[src/hw/rtl/scm_pkg.sv]
// Shared types, constants and table builders for the seam cost map column block.
`default_nettype none

package scm_pkg;

  localparam int PIXEL_BITS     = 8;
  localparam int FRAC_BITS      = 8;
  localparam int PEN_BITS       = 16;
  localparam int PEN_Q_BITS     = PEN_BITS + FRAC_BITS;
  localparam int ROWS_CFG_BITS  = 9;
  localparam int SHAPE_BITS     = 3;
  localparam int SMALL_BITS     = 9;
  localparam int USER_BITS      = 2;
  localparam int CFG_INDEX_BITS = 2;
  localparam int CFG_DATA_BITS  = 16;

  // tuser bit positions on the input side
  localparam int USER_BOUND = 0;
  localparam int USER_FIRST = 1;

  typedef enum logic [SHAPE_BITS-1:0] {
    SHAPE_LINEAR  = 3'd0,
    SHAPE_RECIP   = 3'd1,
    SHAPE_SQUARE  = 3'd2,
    SHAPE_EXP     = 3'd3,
    SHAPE_SIGMOID = 3'd4
  } shape_mode_e;

  typedef enum logic [CFG_INDEX_BITS-1:0] {
    CFG_PENALTY = 2'd0,
    CFG_SHAPE   = 2'd1,
    CFG_ROWS    = 2'd2
  } cfg_index_e;

  localparam logic [PEN_BITS-1:0]      PEN_RESET   = 16'd100;
  localparam shape_mode_e              SHAPE_RESET = SHAPE_SQUARE;
  localparam logic [ROWS_CFG_BITS-1:0] ROWS_RESET  = 9'd256;
  localparam logic [ROWS_CFG_BITS-1:0] MIN_ROWS    = 9'd3;
  localparam logic [PIXEL_BITS-1:0]    PIXEL_MAX   = 8'd255;

  // exp table: E[0] = 1.0 in Q.8, each step multiplies by e (Q.32 step)
  localparam logic [63:0] EXP_START   = 64'd256;
  localparam logic [63:0] EXP_STEP_HI = 64'd2;
  localparam logic [63:0] EXP_STEP_LO = 64'd3084996963;
  localparam logic [63:0] EXP_LIMIT   = 64'h5555_5555_5555_5555;
  localparam logic [63:0] EXP_HALF    = 64'h0000_0000_8000_0000;
  localparam logic [63:0] SIG_LIMIT   = 64'h0000_0100_0000_0000;
  localparam logic [SMALL_BITS-1:0] SIG_ONE = 9'd256;

  // Per-pixel classification handed from the accept stage to the cost datapath
  typedef struct packed {
    logic use_old;   // add the stored cost of this row
    logic add_pen;   // add the penalty on the straight path
    logic interior;  // take the minimum of three neighbours
    logic top;       // row 0
    logic last;      // last row of the column
  } item_kind_t;

  function automatic logic [63:0] exp_entry(input int k);
    logic [63:0] v;
    logic [63:0] hi;
    logic [63:0] lo;
    v = EXP_START;
    for (int i = 0; i < k; i++) begin
      if (v > EXP_LIMIT) begin
        v = '1;
      end else begin
        hi = v >> 32;
        lo = {32'h0, v[31:0]};
        v  = EXP_STEP_HI * v + hi * EXP_STEP_LO + ((lo * EXP_STEP_LO + EXP_HALF) >> 32);
      end
    end
    return v;
  endfunction

  // Quotient below 512 by shift-and-compare, elaboration use only
  function automatic logic [SMALL_BITS-1:0] quot_small(input logic [63:0] n,
                                                       input logic [63:0] d);
    logic [SMALL_BITS-1:0] q;
    logic [SMALL_BITS-1:0] t;
    q = '0;
    for (int b = SMALL_BITS - 1; b >= 0; b--) begin
      t = q | (SMALL_BITS'(1) << b);
      if (64'(t) * d <= n) q = t;
    end
    return q;
  endfunction

  function automatic logic [SMALL_BITS-1:0] recip_entry(input int x);
    logic [63:0] xv;
    xv = 64'(x);
    return quot_small(64'd513 * xv + 64'd1, 64'd2 * xv + 64'd2);
  endfunction

  function automatic logic [SMALL_BITS-1:0] sigmoid_entry(input logic [63:0] t);
    logic [SMALL_BITS-1:0] r;
    if (t > SIG_LIMIT) r = SIG_ONE;
    else r = quot_small(64'd513 * t + 64'd256, 64'd2 * t + 64'd512);
    return r;
  endfunction

endpackage

`default_nettype wire

[src/hw/rtl/scm_cost_dp.sv]
// Cost datapath: three-operand saturating sums, minimum select, write-back and output register.
`default_nettype none

module scm_cost_dp #(
  parameter int MAX_ROWS  = 256,
  parameter int COST_BITS = 40
) (
  input  logic                            clk_i,
  input  logic                            rst_ni,
  input  logic                            adv_i,
  input  logic                            s1_valid_i,
  input  scm_pkg::item_kind_t             s1_kind_i,
  input  logic [COST_BITS-1:0]            s1_shape_i,
  input  logic [$clog2(MAX_ROWS)-1:0]     s1_row_i,
  input  logic [scm_pkg::PEN_Q_BITS-1:0]  pen_i,
  input  logic [COST_BITS-1:0]            rdata_i,
  output logic                            we_o,
  output logic [$clog2(MAX_ROWS)-1:0]     waddr_o,
  output logic [COST_BITS-1:0]            wdata_o,
  output logic                            out_valid_o,
  output logic [COST_BITS-1:0]            out_cost_o,
  output logic                            out_last_o
);
  import scm_pkg::*;

  localparam int RW = $clog2(MAX_ROWS);
  localparam int SW = COST_BITS + 2;

  function automatic logic [COST_BITS-1:0] sat(input logic [SW-1:0] v);
    return (v[SW-1:COST_BITS] != '0) ? {COST_BITS{1'b1}} : v[COST_BITS-1:0];
  endfunction

  // history: stored cost of this row and old cost of the row above
  logic [COST_BITS-1:0] next_old_q, upper_q, row0_q;
  logic [COST_BITS-1:0] old_b;
  logic [SW-1:0]        sum_a, sum_up, sum_dn;

  logic                 s2_valid_q;
  logic [COST_BITS-1:0] s2_a_q, s2_up_q, s2_dn_q;
  logic                 s2_interior_q, s2_top_q, s2_last_q;
  logic [RW-1:0]        s2_row_q;

  logic [COST_BITS-1:0] low_c, cost_c;

  logic                 out_valid_q, out_last_q;
  logic [COST_BITS-1:0] out_cost_q;

  assign old_b  = s1_kind_i.top ? row0_q : next_old_q;
  assign sum_a  = SW'(s1_shape_i) + (s1_kind_i.use_old ? SW'(old_b) : '0)
                + (s1_kind_i.add_pen ? SW'(pen_i) : '0);
  assign sum_up = SW'(s1_shape_i) + SW'(upper_q) + SW'(pen_i);
  assign sum_dn = SW'(s1_shape_i) + SW'(rdata_i) + SW'(pen_i);

  always_ff @(posedge clk_i or negedge rst_ni) begin
    if (!rst_ni) begin
      upper_q <= '0;
    end else if (adv_i && s1_valid_i) begin
      upper_q <= old_b;
    end
  end

  always_ff @(posedge clk_i) begin
    if (adv_i && s1_valid_i) next_old_q <= rdata_i;
    if (we_o && s2_top_q) row0_q <= cost_c;
  end

  always_ff @(posedge clk_i or negedge rst_ni) begin
    if (!rst_ni) begin
      s2_valid_q  <= 1'b0;
      out_valid_q <= 1'b0;
    end else if (adv_i) begin
      s2_valid_q  <= s1_valid_i;
      out_valid_q <= s2_valid_q;
    end
  end

  always_ff @(posedge clk_i) begin
    if (adv_i && s1_valid_i) begin
      s2_a_q        <= sat(sum_a);
      s2_up_q       <= sat(sum_up);
      s2_dn_q       <= sat(sum_dn);
      s2_interior_q <= s1_kind_i.interior;
      s2_top_q      <= s1_kind_i.top;
      s2_last_q     <= s1_kind_i.last;
      s2_row_q      <= s1_row_i;
    end
    if (we_o) begin
      out_cost_q <= cost_c;
      out_last_q <= s2_last_q;
    end
  end

  always_comb begin
    low_c = s2_a_q;
    if (s2_up_q < low_c) low_c = s2_up_q;
    if (s2_dn_q < low_c) low_c = s2_dn_q;
    cost_c = s2_interior_q ? low_c : s2_a_q;
  end

  assign we_o        = adv_i && s2_valid_q;
  assign waddr_o     = s2_row_q;
  assign wdata_o     = cost_c;
  assign out_valid_o = out_valid_q;
  assign out_cost_o  = out_cost_q;
  assign out_last_o  = out_last_q;

endmodule

`default_nettype wire

[config.mk]
export PLATFORM = sky130hd
export DESIGN_NAME = scm_cost_dp
export DESIGN_NICKNAME = d
export VERILOG_FILES = /design/src/hw/rtl/scm_pkg.sv /design/src/hw/rtl/scm_cost_dp.sv
export SDC_FILE = /design/constraint.sdc
export NUM_CORES = 1
export LEC_CHECK = 0
export ABC_AREA = 0
export BUFFER_PORTS_ARGS = -buffer_cell sky130_fd_sc_hd__buf_2
export CORE_MARGIN = 5
export CORE_UTILIZATION = 55
export DETAILED_ROUTE_END_ITERATION = 7
export PLACE_DENSITY = 0.75
export SYNTH_ARGS = -nofsm -noshare
export SYNTH_HDL_FRONTEND = slang
export SYNTH_SLANG_ARGS = --single-unit
[constraint.sdc]
create_clock -name clk_i -period 12.8 [get_ports clk_i]
set_clock_uncertainty 0.2 [all_clocks]
set_input_delay 1.28 -clock clk_i [delete_from_list [all_inputs] [get_ports clk_i]]
set_output_delay 1.28 -clock clk_i [all_outputs]
set_load 0.1 [all_outputs]
---- Yosys cells after proc, flatten, opt, wreduce, memory -nomap -nowiden ----
Cells that the tools add are included.
operators by class
  shifts and indexed selects .............. 0
  div/mod/pow operators ................... 0
  multiplexer cells ....................... 6
  magnitude comparators ................... 2
  reductions and logical operators ........ 6
  $mul .................................... 0
  eq/ne operators ......................... 0
  bitwise gates (word level) .............. 0
  add/subtract/negate cells ............... 6
operator list
  operator           number
  $mux 40            5
  $add 41x24->42     3
  $add 40x40->41     3
  $lt 40x40->1       2
  $mux 24            1
  $reduce_bool 2->1  3
  $logic_and 1x1->1  3
storage, ports and cells
  output and inout bits ................... 91
  logic and storage cells ................. 34
  ROM bits ................................ 0
  bits in latches ......................... 0
  RAM bits ................................ 0
  flip-flop bits (word level) ............. 294
  input port bits ......................... 121
  memories kept ........................... 0

---- Logic depth before layout (Yosys ltp) ----
Gate-level depths: netlist (run 1).
  word-level depth ........................ 5
  depth in mapped cells ................... 25
  gate-level depth less buffers ........... 22

---- Least setup slack after synthesis (run 1) ----
OpenSTA, ideal clock, no wires.
  path kind ............................... register -> output
  start ................................... register s2_up_q[5]
  end ..................................... output wdata_o[20]
  arrival ................................. 6.848 ns
  required time ........................... 11.320 ns
  cell stages (with the launch flop) ...... 22
  path buffers ............................ 5
  path slack .............................. 4.472 ns
  cells stage by stage .................... edfxtp_1 > ha_1 > a21o_1 > a21o_1 > a221oi_1 > o21ai_1 > a21oi_1 > or4b_1 > and2_1 > buf_2 > clkbuf_1 > buf_1 > a21oi_1 > ha_1 > nand4_1 > nor4_1 > nand2_1 > nor4_1 > a211oi_1 > buf_2 > buf_6 > a222oi_1
between the ends
  word-level cells in the longest chain between the ends .. 5
RTL lines
  what                      RTL line           RTL
  start: declaration        scm_cost_dp.sv:39  logic [COST_BITS-1:0] s2_a_q, s2_up_q, s2_dn_q;
  start signal: assignment  scm_cost_dp.sv:80  s2_up_q <= sat(sum_up);
  $lt 40x40->1              scm_cost_dp.sv:95  if (s2_up_q < low_c) low_c = s2_up_q;
  $mux 40 *                 scm_cost_dp.sv:95
  $lt 40x40->1              scm_cost_dp.sv:96  if (s2_dn_q < low_c) low_c = s2_dn_q;
  $mux 40 *                 scm_cost_dp.sv:96
  $mux 40 *                 scm_cost_dp.sv:97  cost_c = s2_interior_q ? low_c : s2_a_q;
  end: declaration          scm_cost_dp.sv:19  output logic [COST_BITS-1:0] wdata_o,
Mark *: on every way between the ends. The rest lies on a longest branch, timed or not.

---- Final worst setup path (run 1) ----
  start ................................... register s2_a_q[2]
  end ..................................... output wdata_o[25]
between the ends
  word-level cells in the longest chain between the ends .. 5
RTL lines
  what                      RTL line           RTL
  start: declaration        scm_cost_dp.sv:39
  start signal: assignment  scm_cost_dp.sv:79  s2_a_q <= sat(sum_a);
  $lt 40x40->1              scm_cost_dp.sv:95
  $mux 40 *                 scm_cost_dp.sv:95
  $lt 40x40->1              scm_cost_dp.sv:96
  $mux 40 *                 scm_cost_dp.sv:96
  $mux 40 *                 scm_cost_dp.sv:97
Marked as above.

==> key figures, run 1 <==
Synthesis
  – Post-synth EDFFs: 252
  – Post-Syn Area: 21,800 um^2
  – Mapped Nets: 2,563
  – Syn. warnings: 0
  – Synth unique cells: 78
  – Dominant synthesized flop cell: edfxtp_1
  – Mean post-synth cell area: 10.2 um^2
  – Post-synthesis async set-or-reset flop share: 0.143
  – Synthesized flop and latch total: 294
  – Register area share after synthesis: 0.396
  – Gate Count Post-Synth: 2,124

Floorplan
  – I/O pins: between 200 and 250
  – Core Footprint: between 30,000 and 40,000 um^2
  – Die X: approximately 210 um
  – Die area: 43,700 um^2
  – Die height: 209 um
  – FP Rows: 72
  – Starting Density: 0.559

Layout
  – Nets@finish: ~2,700
  – Diodes inserted: 0
  – Area grow syn2layout: 12.3%
  – Most common cell after layout, fill and taps aside: edfxtp_1
  – Fraction of final layout cells sized beyond drive strength 1: 0.132
  – Most frequent cells in the layout: edfxtp_1, ha_1, buf_2

Placement
  – Routability congestion estimate: 0.985
  – Post-Place Setup Slack: 4570 ps
  – Dpl hpwl: 47,600 um
  – PortBufs: ~210

Worst setup path
  – Delay-heaviest family, CP: compound AO/OA/AOI/OAI gates
  – Crit path largest cell delay: 820 ps
  – Slowest CP cell: nor4_1
  – Reg2Reg Setup Slack: 5870 ps
  – CP max FO: 81
  – Crit Reg-Reg Startpoint: s2_a_q[2]
  – CP startpoint: s2_a_q[2]
  – Worst Path Arrival: 7400 ps
  – Kind of critical path: flip-flop to output pin
  – Buffer and inverter count on the worst path: 4
  – WP data required: 11,320 ps
  – Crit. End Element: output pin
  – Crit-path cells: inv_1 -> ha_1 -> a211oi_1 -> o21ai_1 -> a221oi_1 -> o21ai_1 -> a21oi_1 -> or4b_1 -> and2_2 -> buf_4 -> a21oi_1 -> ha_1 -> nand4_1 -> nor4_1 -> nand2_1 -> nor4_1 -> a211oi_4 -> buf_4 -> a222oi_1 -> buf_2
  – Type of element launching the critical path: flip-flop

Detailed routing
  – Drt drc: 2
  – Routed Antenna Nets: 0
  – Total wire length: 62,600 um
  – WL per Instance: 21.9 um
  – Detailed Routing Iterations Pass 1: 8
  – Via count: roughly 17,000
  – Vias per cell: roughly 6.1
  – Initial DRC Count: 1,750

CTS
  – Root buf cell: clkbuf_16
  – Resize count post-CTS: 0
  – # H-tree levels: 2
  – Number of clock sinks: between 200 and 300
  – Num CTS Buffers: 35
  – Cts hold-fix bufs: 0
  – Total setup buffers inserted after CTS: 0
  – CTS max path bufs: 3
  – CTS tree: done
  – Clock insertion delay at the later pin of the skew report: between 500 and 600 ps
  – CTS clk-pin slew, worst paths: around 60 ps

Timing
  – Final hold slack: 220 ps
  – Max Slew Vio Count: 0
  – Relative slew slack: 0.211
  – Tmin final: 8880 ps
  – Setup TNS Final: 0 ps
  – Highest clock rate: around 110 MHz
  – Final Hold Fails: 0
  – Endpoints failing setup: 0
  – RSZ-0062 raised after global routing: no
  – Fin crit share: 0.694
  – Setup ws final: 3920 ps
  – Worst Max-Slew Pin Slew: ~1200 ps

Power and ir drop
  – P per Cell Area: 178 nW/um^2
  – Leakage power: 10.8 nW
  – Peak supply drop: 0.000157 V

Global route
  – GRT overflow: 0
  – Vias in the first global route: 17,332
  – Initial antenna violation count: 0
  – First-pass GRT wire length: 97,200 um
  – Largest net degree at the start of global routing: 89
  – Gr usage total: 0.280

Outcome
  – Failing checks: DRC
  – Outcome: complete, but fails checks

Min path
  – Min-delay src: s2_last_q
  – HP Class: flip-flop to flip-flop

Job
  – Total of max-cap violations: 0
## routing by layer
metal	global-route usage	up-vias	routed length, um
met5	0	-	0
met4	0.0752	0	1770
met3	0.0456	109	4890
met2	0.451	755	29000
met1	0.397	8501	26900
li1	-	8125	-
## state kept, by name (all words and copies together), names as in the netlist
register / cells
next_old_q: 40
out_cost_o: 40
row0_q: 40
s2_a_q: 40
s2_dn_q: 40
s2_up_q: 40
upper_q: 40
waddr_o: 8
out_last_o: 1
out_valid_o: 1
s2_interior_q: 1
s2_last_q: 1
s2_top_q: 1
s2_valid_q: 1
## cells in the mapped netlist (29+ instances only)
cell type	instances	area, um^2
dfrtp_1	42	1050
clkbuf_1	56	210
and2_1	34	213
nor2b_1	62	388
a222oi_1	39	390
nand3_1	37	185
ha_1	243	3040
a21oi_1	193	966
a21o_1	64	480
nor2_1	155	582
edfxtp_1	252	7570
fa_1	75	1500
xor2_1	42	368
o21ai_0	89	445
mux2i_1	40	400
inv_1	163	612
nand4_1	29	181
nand2_1	180	676
xnor2_1	47	412
## through the flow
stage	cells	instance area, um^2	total power, mW	util
final	2851	24400	4.34	0.628
after global routing	2851	24400	4.57	0.628
after CTS	2851	24400	4.34	0.628
after detailed placement	2788	23200	3.28	0.597
after global placement	2788	23200	3.25	0.597
after floorplan	2124	21800	2.78	-
## worst register-to-register path, stage by stage, from the launching register on
cell	delay (ps)
edfxtp_1	380
inv_1	110
ha_1	260
a211oi_1	250
o21ai_1	100
a221oi_1	390
o21ai_1	110
a21oi_1	170
or4b_1	160
and2_2	140
buf_4	610
a21oi_1	220
ha_1	340
nand4_1	130
nor4_1	410
nand2_1	170
nor4_1	820
a21oi_1	190
o21ai_2	620
buf_4	460
a222oi_1	320
## kinds of logic after synthesis
logic type               after synthesis  share of synthesized area
AND/OR/NAND/NOR                      592                      0.130
adder cells (fa/ha/maj)              318                      0.209
multiplexers                          43                     0.0199
AO/OA/AOI/OAI                        546                      0.165
flip-flops                           294                      0.396
XOR/XNOR                              89                     0.0358
buffers and inverters                242                     0.0450
## report_power, final
part / total (mW) / leakage, nW / switching (mW) / internal [mW]
clock network: 1.05 / 0.585 / 0.410 / 0.640
logic: 2.01 / 7.36 / 1.40 / 0.608
registers: 1.29 / 2.82 / 0.0598 / 1.23
## worst paths after layout
kind,depth (start not counted),end
hold / removal,0,out_last_o
setup reg to reg,20,out_cost_o[22]
max in group asynchronous,2,upper_q[22]
hold reg to reg,0,out_last_o
min in group asynchronous,2,upper_q[3]
setup / recovery,20,wdata_o[25]
## layout make-up
class	instances	area (um^2)
fillers	3257	14500
multi-input cells	1588	12200
flip-flops and latches	294	8620
repair buffers	225	1160
clock buffers	51	1030
well taps	518	648
inverters	163	612
clock inverters	12	173
(Power assumes the default switching activity.)
==> run 2: changes to the inputs <==
--- a/config.mk
+++ b/config.mk
@@ -5,7 +5,7 @@
 export SDC_FILE = /design/constraint.sdc
 export NUM_CORES = 1
 export LEC_CHECK = 0
-export ABC_AREA = 0
+export ABC_AREA = 1
 export BUFFER_PORTS_ARGS = -buffer_cell sky130_fd_sc_hd__buf_2
 export CORE_MARGIN = 5
 export CORE_UTILIZATION = 55
==> constraint.sdc (replaced) <==
create_clock -name clk_i -period 9.1 [get_ports clk_i]
set_clock_uncertainty 0.2 [all_clocks]
set_input_delay 0.91 -clock clk_i [delete_from_list [all_inputs] [get_ports clk_i]]
set_output_delay 0.91 -clock clk_i [all_outputs]
set_load 0.1 [all_outputs]
==> run 2 against run 1 <==
Net effect:
- the flow now finishes without violations
- setup slack worse by 2400 ps
- sequential cell count unchanged
- via count up 9.6%
- final area up 2.3%
- routed wire length up 17%
- global-route usage up 4.7 points
- sequential share of layout area down 0.81 points
- clock-buffer cell count up 2
- utilization down 0.13 points
==> key figures, run 2 <==
Power and ir drop
  – Sequential cell fraction of total power: 0.300 (+0.004)
  – Clock network power share: 0.232 (-0.010)
  – Sw Ratio: 0.449 (+0.0195)
  – P_sw: 2.71 mW (+45%)
  – P per Cell Area: 241 nW/um^2 (+36%)
  – Peak supply drop: 0.000160 V (+2.2%)
  – Power Total: 6.02 mW (+39%)
  – Comb power frac: 0.469 (+0.007)
  – Internal: 3.32 mW (+34%)
  – Leakage power: 12.1 nW (+12%)

Synthesis
  – Syn. warnings: 0 (unchanged)
  – Gate Count Post-Synth: 2,517 (+19%)
  – Top-count cell post-synth: nand2_1
  – Dominant synthesized flop cell: edfxtp_1
  – Largest area contributor in the netlist: edfxtp_1
  – Synth unique cells: 54 (-31%)
  – Yosys top cell area share: 0.339 (-0.00871)
  – Mapped Nets: 2,956 (+15%)
  – Register area share after synthesis: 0.386 (-0.00991)
  – Mean post-synth cell area: 8.87 um^2 (-13%)
  – Synthesized flop and latch total: 294 (unchanged)
  – Synth top area cells: edfxtp_1, ha_1, nand2_1
  – Post-Syn Area: 22,300 um^2 (+2.6%)
  – Post-synth EDFFs: 252 (unchanged)
  – Synth cell count leaders: nand2_1, inv_1, edfxtp_1
  – Post-synthesis async set-or-reset flop share: 0.143 (unchanged)

Worst setup path
  – CP startpoint: s2_a_q[23]
  – WP data required: 7990 ps (-3330 ps)
  – Worst-case reg-to-reg path depth: 21 (+5.0%)
  – Worst Path Arrival: 6490 ps (-910 ps)
  – Crit-path cells: inv_1 -> ha_1 -> nand4_1 -> nor2_1 -> nand2_1 -> nor2_1 -> nand2_1 -> nand3_2 -> buf_4 -> o21ai_0 -> ha_1 -> nand2_1 -> nor3_1 -> nand2_1 -> nor4b_1 -> nand2_2 -> buf_4 -> nand3_1 -> nand3_1 -> nand2_1 -> buf_2
  – Crit. End Element: output pin
  – Worst Setup EP: wdata_o[23]
  – Crit path largest cell delay: 830 ps (about the same)
  – Delay-heaviest family, CP: simple AND/OR/NAND/NOR gates
  – CP max FO: 63 (-22%)
  – Buffer and inverter count on the worst path: 4 (unchanged)
  – Kind of critical path: flip-flop to output pin
  – WP depth: 21 (+5.0%)
  – RR Endpoint: row0_q[2]
  – Slowest CP cell: nor3_1
  – Crit path top cell by count: nand2_1
  – Type of element launching the critical path: flip-flop
  – Crit Reg-Reg Startpoint: s2_a_q[23]
  – Reg2Reg Setup Slack: 3020 ps (-2850 ps)

Timing
  – Fin crit share: 0.835
  – Setup ws final: 1500 ps (-2420 ps)
  – Setup TNS Final: 0 ps (unchanged)
  – Final Hold Fails: 0 (unchanged)
  – Endpoints failing setup: 0 (unchanged)
  – Worst Max-Slew Pin Slew: 1050 ps (-120 ps)
  – Max Slew Vio Count: 0 (unchanged)
  – RSZ-0062 raised after global routing: no
  – Tmin final: 7600 ps
  – Relative slew slack: 0.299 (+0.0885)
  – Highest clock rate: between 100 and 150 MHz

CTS
  – Resize count post-CTS: 0 (unchanged)
  – CTS max path bufs: 3 (unchanged)
  – Root buf cell: clkbuf_16
  – Total setup buffers inserted after CTS: 0 (unchanged)
  – CTS clk-pin slew, worst paths: 60 ps (about the same)
  – CTS tree: done
  – Clock insertion delay at the later pin of the skew report: 550 ps (about the same)
  – Cts hold-fix bufs: 0 (unchanged)
  – Number of clock sinks: 294 (unchanged)
  – Num CTS Buffers: 36 (+2.9%)
  – # H-tree levels: 2 (unchanged)

Detailed routing
  – Routed Antenna Nets: 0 (unchanged)
  – Detailed Routing Iterations Pass 1: 5 (-3)
  – Total wire length: 73,400 um (+17%)
  – Vias per cell: 5.84 (-4.8%)
  – Initial DRC Count: 1,693 (-3.3%)
  – Drt drc: 0 (-2)
  – Via count: 19,161 (+9.6%)
  – WL per Instance: 22.4 um (+2.0%)

Layout
  – Final cell count without fillers: 3,280 (+15%)
  – Diodes inserted: 0 (unchanged)
  – Nets@finish: 3,168 (+15%)
  – Most frequent cells in the layout: nand2_1, inv_1, edfxtp_1
  – Most common cell after layout, fill and taps aside: nand2_1
  – Fraction of final layout cells sized beyond drive strength 1: 0.125 (-0.00722)
  – Post-Layout Inst Area: 25,000 um^2 (+2.3%)
  – Area grow syn2layout: 12.0%

Placement
  – PortBufs: 211 (unchanged)
  – Dpl cells: 3,216 (+15%)
  – Post-Place Setup Slack: 2220 ps (-2350 ps)
  – Routability congestion estimate: 1.03 (+4.9%)
  – Dpl hpwl: 57,200 um (+20%)
  – Dpl cell area: 23,900 um^2 (+2.9%)

Global route
  – Gr usage total: 0.327 (+0.0469)
  – Initial antenna violation count: 0 (unchanged)
  – GRT overflow: 0 (unchanged)
  – Vias in the first global route: 19,243 (+11%)
  – Largest net degree at the start of global routing: 81 (-9.0%)
  – First-pass GRT wire length: 112,000 um (+15%)

Floorplan
  – I/O pins: 212 (unchanged)
  – Die height: 211 um (+1.2%)
  – Starting Density: 0.559 (about the same)
  – FP Rows: 73 (+1.4%)
  – Die X: 211 um (+1.2%)
  – Core Footprint: 39,900 um^2 (+2.6%)
  – Die area: 44,700 um^2 (+2.4%)

Outcome
  – Outcome: finished clean

Job
  – Total of max-cap violations: 0 (unchanged)

Min path
  – Min-delay src: s2_last_q
  – HP Class: flip-flop to flip-flop
-- run 2: metrics by stage --
| stage | hold slack, ps | util |
|---|---|---|
| after detailed placement | 221 | 0.599 |
| after global placement | 202 | 0.599 |
| after global routing | 255 | 0.627 |
| final | 242 | 0.627 |
| after floorplan | 200 | - |
| after CTS | 241 | 0.627 |
-- run 2: final cells by class --
class                      count  area [um^2]
clock inverter                11         80.1
sequential                   294         8620
inverter                     294         1110
fill                        3494        14900
tap                          525          657
multi-input combinational   1870        12300
timing repair buffer         233         1220
clock buffer                  53         1020
-- run 2: kinds of logic (layout without fill, tap and decap cells) --
| kind of cell | Yosys count | count (layout) | synth area share |
|---|---|---|---|
| buf+inv | 353 | 591 | 0.0640 |
| fa+ha+maj | 318 | 318 | 0.203 |
| xor+xnor | 79 | 79 | 0.0310 |
| mux | 40 | 40 | 0.0180 |
| simple gates | 990 | 990 | 0.184 |
| flops | 294 | 294 | 0.386 |
| compound gates | 443 | 443 | 0.114 |
-- run 2: power by group through the flow --
| stage | Sequential (mW) | Clock, mW | Combinational (mW) |
|---|---|---|---|
| 6_report | 1.80 | 1.40 | 2.82 |
| 5_1_grt | 1.82 | 1.46 | 3.08 |
| 4_1_cts | 1.80 | 1.40 | 2.79 |
| 3_5_place_dp | 1.83 | 0 | 2.76 |
| 3_3_place_gp | 1.82 | 0 | 2.73 |
| 2_1_floorplan | 1.94 | 0 | 1.88 |
-- run 2: worst register-to-register path, stage by stage, from the launching register on --
cell and delay [ps]:
edfxtp_1 390, inv_1 90, ha_1 330, nand4_1 140, nor2_1 210, nand2_1 140, nor2_1 160, nand2_1 110
nand3_2 240, buf_4 560, o21ai_0 340, ha_1 360, nand2_1 110, nor3_1 830, nand2_1 150, nor4b_1 390
nand2_2 250, nand2_4 110, buf_4 330, nand2_1 120, nand3_1 100, nand2_1 110
-- run 2: worst min-delay path by stage --
stage / cells after the start / to
floorplan: 0 / out_last_o
global placement: 0 / out_last_o
detailed placement: 0 / out_last_o
CTS: 0 / out_last_o
global route: 0 / out_last_o
finish: 0 / out_last_o
-- run 2: routing by layer --
metal	vias up	global-route usage	wire [um]
met4	0	0.129	3130
met3	160	0.0520	5760
li1	8998	-	-
met1	9141	0.456	31500
met2	862	0.515	33100
met5	-	0	0
